**config.mk**
```make
export PLATFORM = sky130hd
export DESIGN_NAME = mild_ctrl
export DESIGN_NICKNAME = d
export VERILOG_FILES = /design/src/rtl/core/mild_pkg.sv /design/src/rtl/core/mild_ctrl.sv
export SDC_FILE = /design/constraint.sdc
export NUM_CORES = 1
export LEC_CHECK = 0
export ABC_AREA = 0
export BUFFER_PORTS_ARGS = -buffer_cell sky130_fd_sc_hd__buf_4
export CAP_MARGIN = 20
export CORE_AREA = 4 4 41 43
export DETAILED_ROUTE_END_ITERATION = 10
export DIE_AREA = 0 0 45 47
export PLACE_DENSITY = 0.53
export SLEW_MARGIN = 20
export SYNTH_ARGS = -nofsm -noshare
export SYNTH_HDL_FRONTEND = slang
export SYNTH_SLANG_ARGS = --single-unit
```
**constraint.sdc**
```tcl
create_clock -name clk -period 2.69 [get_ports clk]
set_input_delay 0.269 -clock clk [delete_from_list [all_inputs] [get_ports clk]]
set_output_delay 0.269 -clock clk [all_outputs]
set_load 0.01 [all_outputs]
```
**src/rtl/core/mild_pkg.sv**
```systemverilog
// Package for the multichannel IIR low-pass decimator.
// Holds widths, coefficient tables and shared control types. No dependencies.
`default_nettype none
package mild_pkg;
  localparam int NumChannelsDefault = 8;
  localparam int SampleW = 16;
  localparam int HistW   = 32;
  localparam int AccW    = 64;
  localparam int UvW     = 24;
  localparam int IdxW    = 16;
  localparam int CodeW   = 3;
  localparam int Taps    = 4;
  localparam logic [15:0] BlockLenReset = 16'd25600;
  localparam logic [16:0] BaseRate = 17'd25600;
  localparam int UvLimit = 6000000;
  localparam logic [16:0] UvScale = 17'd78125;

  localparam logic [0:0] RegRateCodes   = 1'b0;
  localparam logic [0:0] RegBlockLength = 1'b1;

  typedef logic signed [31:0] coef_t;

  // Tap schedule: step 0 takes the new sample, steps 1..4 the input history,
  // steps 5..8 the output history.
  function automatic coef_t coef_of(input logic [2:0] code, input logic [3:0] step);
    coef_t b0, b1, b2, a1, a2, a3, a4;
    begin
      b0 = 0; b1 = 0; b2 = 0; a1 = 0; a2 = 0; a3 = 0; a4 = 0;
      case (code)
        3'd1: begin
          b0 = 11601125; b1 = 46404500; b2 = 69606750;
          a1 = -229685876; a2 = 192822215; a3 = -54738405; a4 = 8784610;
        end
        3'd2: begin
          b0 = 1194440; b1 = 4777760; b2 = 7166639;
          a1 = -646197945; a2 = 637411973; a3 = -292930757; a4 = 52392312;
        end
        3'd3: begin
          b0 = 250584; b1 = 1002337; b2 = 1503505;
          a1 = -799090566; a2 = 918669219; a3 = -479454340; a4 = 95449577;
        end
        3'd4: begin
          b0 = 6555; b1 = 26220; b2 = 39330;
          a1 = -970488851; a2 = 1320250323; a3 = -800708430; a4 = 182616383;
        end
        default: begin
        end
      endcase
      case (step)
        4'd0: coef_of = b0;
        4'd1: coef_of = b1;
        4'd2: coef_of = b2;
        4'd3: coef_of = b1;
        4'd4: coef_of = b0;
        4'd5: coef_of = a1;
        4'd6: coef_of = a2;
        4'd7: coef_of = a3;
        4'd8: coef_of = a4;
        default: coef_of = 0;
      endcase
    end
  endfunction

  typedef struct packed {
    logic       load;      // latch item, clear accumulator
    logic       mac;       // one tap product into the accumulator
    logic [3:0] step;
    logic       finish;    // form y and update history
    logic       scale;     // y * scale
    logic       commit;    // form result, update counters
  } mild_cmd_t;

  typedef struct packed {
    logic filt;    // channel runs the filter
    logic skip;    // channel out of range
  } mild_sts_t;
endpackage
`default_nettype wire

```
**src/rtl/core/mild_ctrl.sv**
```systemverilog
// Sequencer for the decimator: load, scale, nine MAC steps, finish, commit.
// Depends on mild_pkg.
`default_nettype none
module mild_ctrl (
  input  wire logic                clk,
  input  wire logic                rst,
  input  wire logic                in_valid,
  output logic                     in_ready,
  input  wire logic                res_pending,
  input  wire mild_pkg::mild_sts_t sts,
  output mild_pkg::mild_cmd_t      cmd
);
  import mild_pkg::*;
  typedef enum logic [2:0] {IDLE, MAC, FIN, SCL, CMT} state_t;
  state_t state;
  logic [3:0] step;

  assign in_ready = (state == IDLE);

  always_comb begin
    cmd = '0;
    cmd.load = in_valid && in_ready;
    cmd.step = step;
    cmd.mac = (state == MAC);
    cmd.finish = (state == FIN);
    cmd.scale = (state == SCL);
    cmd.commit = (state == CMT) && !res_pending;
  end

  always_ff @(posedge clk) begin
    if (rst) begin
      state <= IDLE;
      step <= '0;
    end else begin
      case (state)
        IDLE: if (in_valid && in_ready) begin
          step <= '0;
          state <= SCL;
        end
        SCL: if (sts.skip) state <= IDLE;
          else if (sts.filt) state <= MAC;
          else state <= CMT;
        MAC: begin
          step <= step + 4'd1;
          if (step == 4'd8) state <= FIN;
        end
        FIN: state <= CMT;
        // A result still waiting in the output register holds the commit.
        CMT: if (!res_pending) state <= IDLE;
        default: state <= IDLE;
      endcase
    end
  end

  // Scale reuses SCL before MAC for passthrough; filtered items rescale in FIN.
  a_no_accept_busy: assert property (@(posedge clk) disable iff (rst)
    (state != IDLE) |-> !in_ready) else $error("accept while busy");
  a_step_range: assert property (@(posedge clk) disable iff (rst)
    (state == MAC) |-> (step <= 4'd8)) else $error("step overrun");
  a_fin_after_mac: assert property (@(posedge clk) disable iff (rst)
    (state == FIN) |-> ($past(state) == MAC)) else $error("bad finish");
endmodule
`default_nettype wire

```
## Word-level counts from Yosys, hierarchy flattened

Cells that the tools add are included.
Widths: inputs -> output; s select.

- Add/subtract/negate cells: 1
- Equality and inequality tests: 8
- Muxes and demuxes: 8
- Reductions and logical operators: 7

Operators with widths:

| kind | count |
|---|---|
| $mux 3 | 5 |
| $pmux 3 s5 | 1 |
| $pmux 4 s2 | 1 |
| $eq 3x2->1 const B | 2 |
| $add 4x1->4 const B | 1 |
| $eq 4x4->1 const B | 1 |
| $mux 4 | 1 |
| $ne 2x1->1 const B | 2 |
| $eq 3x1->1 const B | 1 |
| $eq 3x3->1 const B | 1 |
| $logic_not 3->1 | 1 |
| $reduce_and 3->1 | 1 |
| $logic_and 1x1->1 | 2 |
| $ne 2x2->1 const B | 1 |
| $reduce_and 2->1 | 1 |
| $reduce_bool 2->1 | 1 |
| $logic_not 1->1 | 1 |

- Flip-flop bits (word level): 7
- Output and inout port bits: 10
- Logic and storage cells: 26

## Longest topological paths before layout

- Word-level depth: 4
- Mapped depth: 6
- Gate-level depth less buffers: 5

## Worst setup path before layout

Ideal clock, no wire load.

- Path type: reg-to-reg
- Start: register state[2]
- End: register state[0]
- Library setup time: 0.087 ns
- Data arrival time: 1.272 ns
- Required time: 2.603 ns
- Slack: 1.331 ns
- Cell stages (with the launch flop): 6
- Cells stage by stage: dfxtp_1 > buf_6 > or3b_1 > buf_2 > or3_1 > o31ai_1

- Longest elaborated chain between the ends: 4

RTL lines:

| what | line | RTL |
|---|---|---|
| start, declared | mild_ctrl.sv:15 | `state_t state;` |
| start signal, assigned | mild_ctrl.sv:32 | `state <= IDLE;` |
| start signal, assigned | mild_ctrl.sv:38 | `state <= SCL;` |
| start signal, assigned | mild_ctrl.sv:40 | `SCL: if (sts.skip) state <= IDLE;` |
| $logic_not 3->1 | mild_ctrl.sv:18, mild_ctrl.sv:35 |  |
| $logic_and 1x1->1 | mild_ctrl.sv:36 | `IDLE: if (in_valid && in_ready) begin` |
| $ne 2x1->1 (no source line) | n/a |  |
| $reduce_and 3->1 (no source line) | n/a |  |

Several ways; a longest one is shown, not always the timed one.
A chain may end at the register's enable or synchronous reset.

==> key figures <==
Run status
  – Status: complete, no violations

Timing
  – Fin. Hold Viols: 0
  – Slew headroom: 79.0%
  – Slew Limit Fails: 0
  – Final min period: 1.80 ns
  – Setup Skew: 0.00213 ns
  – RSZ-0062 raised after global routing: false
  – Tightest Pin Transition: 0.315 ns
  – Final setup viols: 0
  – TNS Setup: 0 ns
  – Max Clock Freq: 555 MHz
  – Final period util: 67.0%

Placed design
  – Dpl cells: 77
  – GP Congestion: 0.742
  – IO buf count: 15
  – Detailed placement HPWL: 734 um

Finish
  – NumNets Final: 75
  – Fillcell total: 146
  – Final non-filler cell total: 81
  – Multi-input gate area: 248 um^2
  – N_diodes: 0
  – Layout cells sized above 1: 31.8%
  – Storage element area: 140 um^2
  – Area grow syn2layout: 31.4%

Worst setup path
  – Top delay family on crit path: simple AND/OR/NAND/NOR gates
  – Worst setup SP type: flop
  – WP data arrival: 1.53 ns
  – CP Max Fanout: 12
  – Critical path type: reg2out
  – Buf/Inv on CP: 2
  – Max incr delay on CP: 0.60 ns
  – Worst path cell trace: or4b_1 > inv_1 > buf_4
  – Slowest CP cell: or4b_1
  – Crit. End Element: output port
  – Critical Path RT: 2.42 ns

Floorplan
  – Core area: 1300 um^2
  – Initial core utilization: 32.8%
  – Chip height: 47 um
  – IO Pins: 16
  – Total Die Area: 2120 um^2
  – Row cnt: 13
  – Die X: 45 um

Global route
  – First-pass GRT wire length: 1.63 mm
  – Pin count of the biggest net entering global routing: 13
  – Vias in the first global route: 339
  – All-Layer GR Usage: 10.9%
  – Grt ovf: 0
  – Initial antenna violation count: 0

Route
  – Remaining antenna violation count after routing: 0
  – # DRC: 0
  – Vias per inst: 4.91
  – WL final: 935 um
  – Routed length per instance: 11.5 um
  – Iter 0 DRT Violations: 6
  – DRT Pass-1 Iters: 3
  – Via Count: 398

Clocking
  – CTS tree: done
  – CTS buffer count: 3
  – Clock sink count: 7
  – Clock transition at path regs: 0.05 ns
  – Hold-fix buffers, CTS: 0
  – Post-CTS sizing: 0
  – Post-CTS Setup Bufs: 0
  – Max Root-Sink Buffers: 2
  – Worst-Skew Late Latency: 0.25 ns
  – H-tree levels: 1
  – Root Buffer: clkbuf_4

Synth
  – Dominant synthesized flop cell: dfxtp_1
  – Synth area leaders: dfxtp_1 (33%), and4bb_2 (5.9%), ha_1 (5.9%), nor2_1 (4.4%), nand3_1 (3.5%)
  – Mapped Area: 427 um^2
  – Seq/Total Area, Yosys: 32.8%
  – Post-Synthesis Net Count: 59
  – Synth cell types: 28
  – Post-Syn Area per Cell: 8.37 um^2
  – Number of synthesized register bits: 7
  – Post-Synthesis Cells: 51
  – Post-synth top area cell: dfxtp_1
  – Asr flop ratio synth: 0%
  – YS warnings: 0
  – Top cell type's share of synthesized area: 32.8%
  – EDFF count, synth: 0

Job
  – MaxCap Viol Count: 0

Pwr
  – Pwr dens: 534 nW/um^2
  – Static Leak: 0.000249 uW
  – Peak VDD IR: 0.322 mV

Hold path
  – HP Class: in2reg
-- cells in the mapped netlist, types with 2 or more instances --
master and instances:
or4_1 2, inv_1 3, a21oi_1 2, clkbuf_1 2, o31ai_1 2, nor3_1 3
nor2_1 5, ha_1 2, a31oi_1 2, and4bb_2 2, dfxtp_1 7, nand3_1 3
-- report_power, final --
group	switching (uW)	internal [uW]
combinational	37.2	38.8
sequential	14.9	112
clock	39.8	56.7
total	92.0	207
-- worst paths after layout --
path	startpoint	to	slack, ns	cells after the start
max	state[0]	cmd[8]	0.89	3
min reg2reg	step[3]	step[3]	0.53	2
min	rst	step[3]	0.24	2
max reg2reg	state[0]	state[0]	1.18	3
-- per-stage QoR --
step	instance area (um^2)	hold slack, ns	setup WS, ns	power, uW	utilization, %
6_report	561	0.242	0.888	299	43.1
5_1_grt	561	0.240	0.797	322	43.1
4_1_cts	561	0.235	0.882	304	43.1
3_5_place_dp	534	0.504	1.16	206	41.1
3_3_place_gp	534	0.513	1.18	206	41.1
2_1_floorplan	427	0.487	1.33	174	-
-- final cells by class --
type,instances,share of cell area (%)
clock buffers,4,4.69
inverters,4,2.68
multi-input cells,36,44.2
flip-flops and latches,7,25.0
well taps,15,3.35
repair buffers,15,20.1
-- placed cells by master (no fill, tap or decap), drive strengths merged, types with 2 or more instances in the layout --
| cell type | instances |
|---|---|
| or4 | 2 |
| ha | 2 |
| buf | 15 |
| a31oi | 2 |
| nor3 | 3 |
| a21oi | 2 |
| inv | 4 |
| clkbuf | 4 |
| and4bb | 2 |
| o31ai | 2 |
| nor2 | 5 |
| dfxtp | 7 |
| nand3 | 3 |
-- per-layer routing --
layer / part of all wire (%) / track usage [%] / up-vias
met5: 0 / 0 / -
met4: 1.2 / 3.51 / 0
met3: 6.3 / 7.28 / 3
met2: 43 / 12.4 / 7
met1: 49 / 15.6 / 173
li1: - / - / 215
-- kinds of logic after synthesis --
family          after synthesis  share of synthesized area [%]
compound gates                8                           12.0
xor+xnor                      1                           2.05
fa+ha+maj                     2                           5.86
buf+inv                       8                           9.09
flops                         7                           32.8
simple gates                 25                           38.1
-- flip-flops by register name (all words and copies together), names as in the netlist --
| register | count |
|---|---|
| state | 3 |
| step | 4 |
Power figures use the tool's default switching activity.
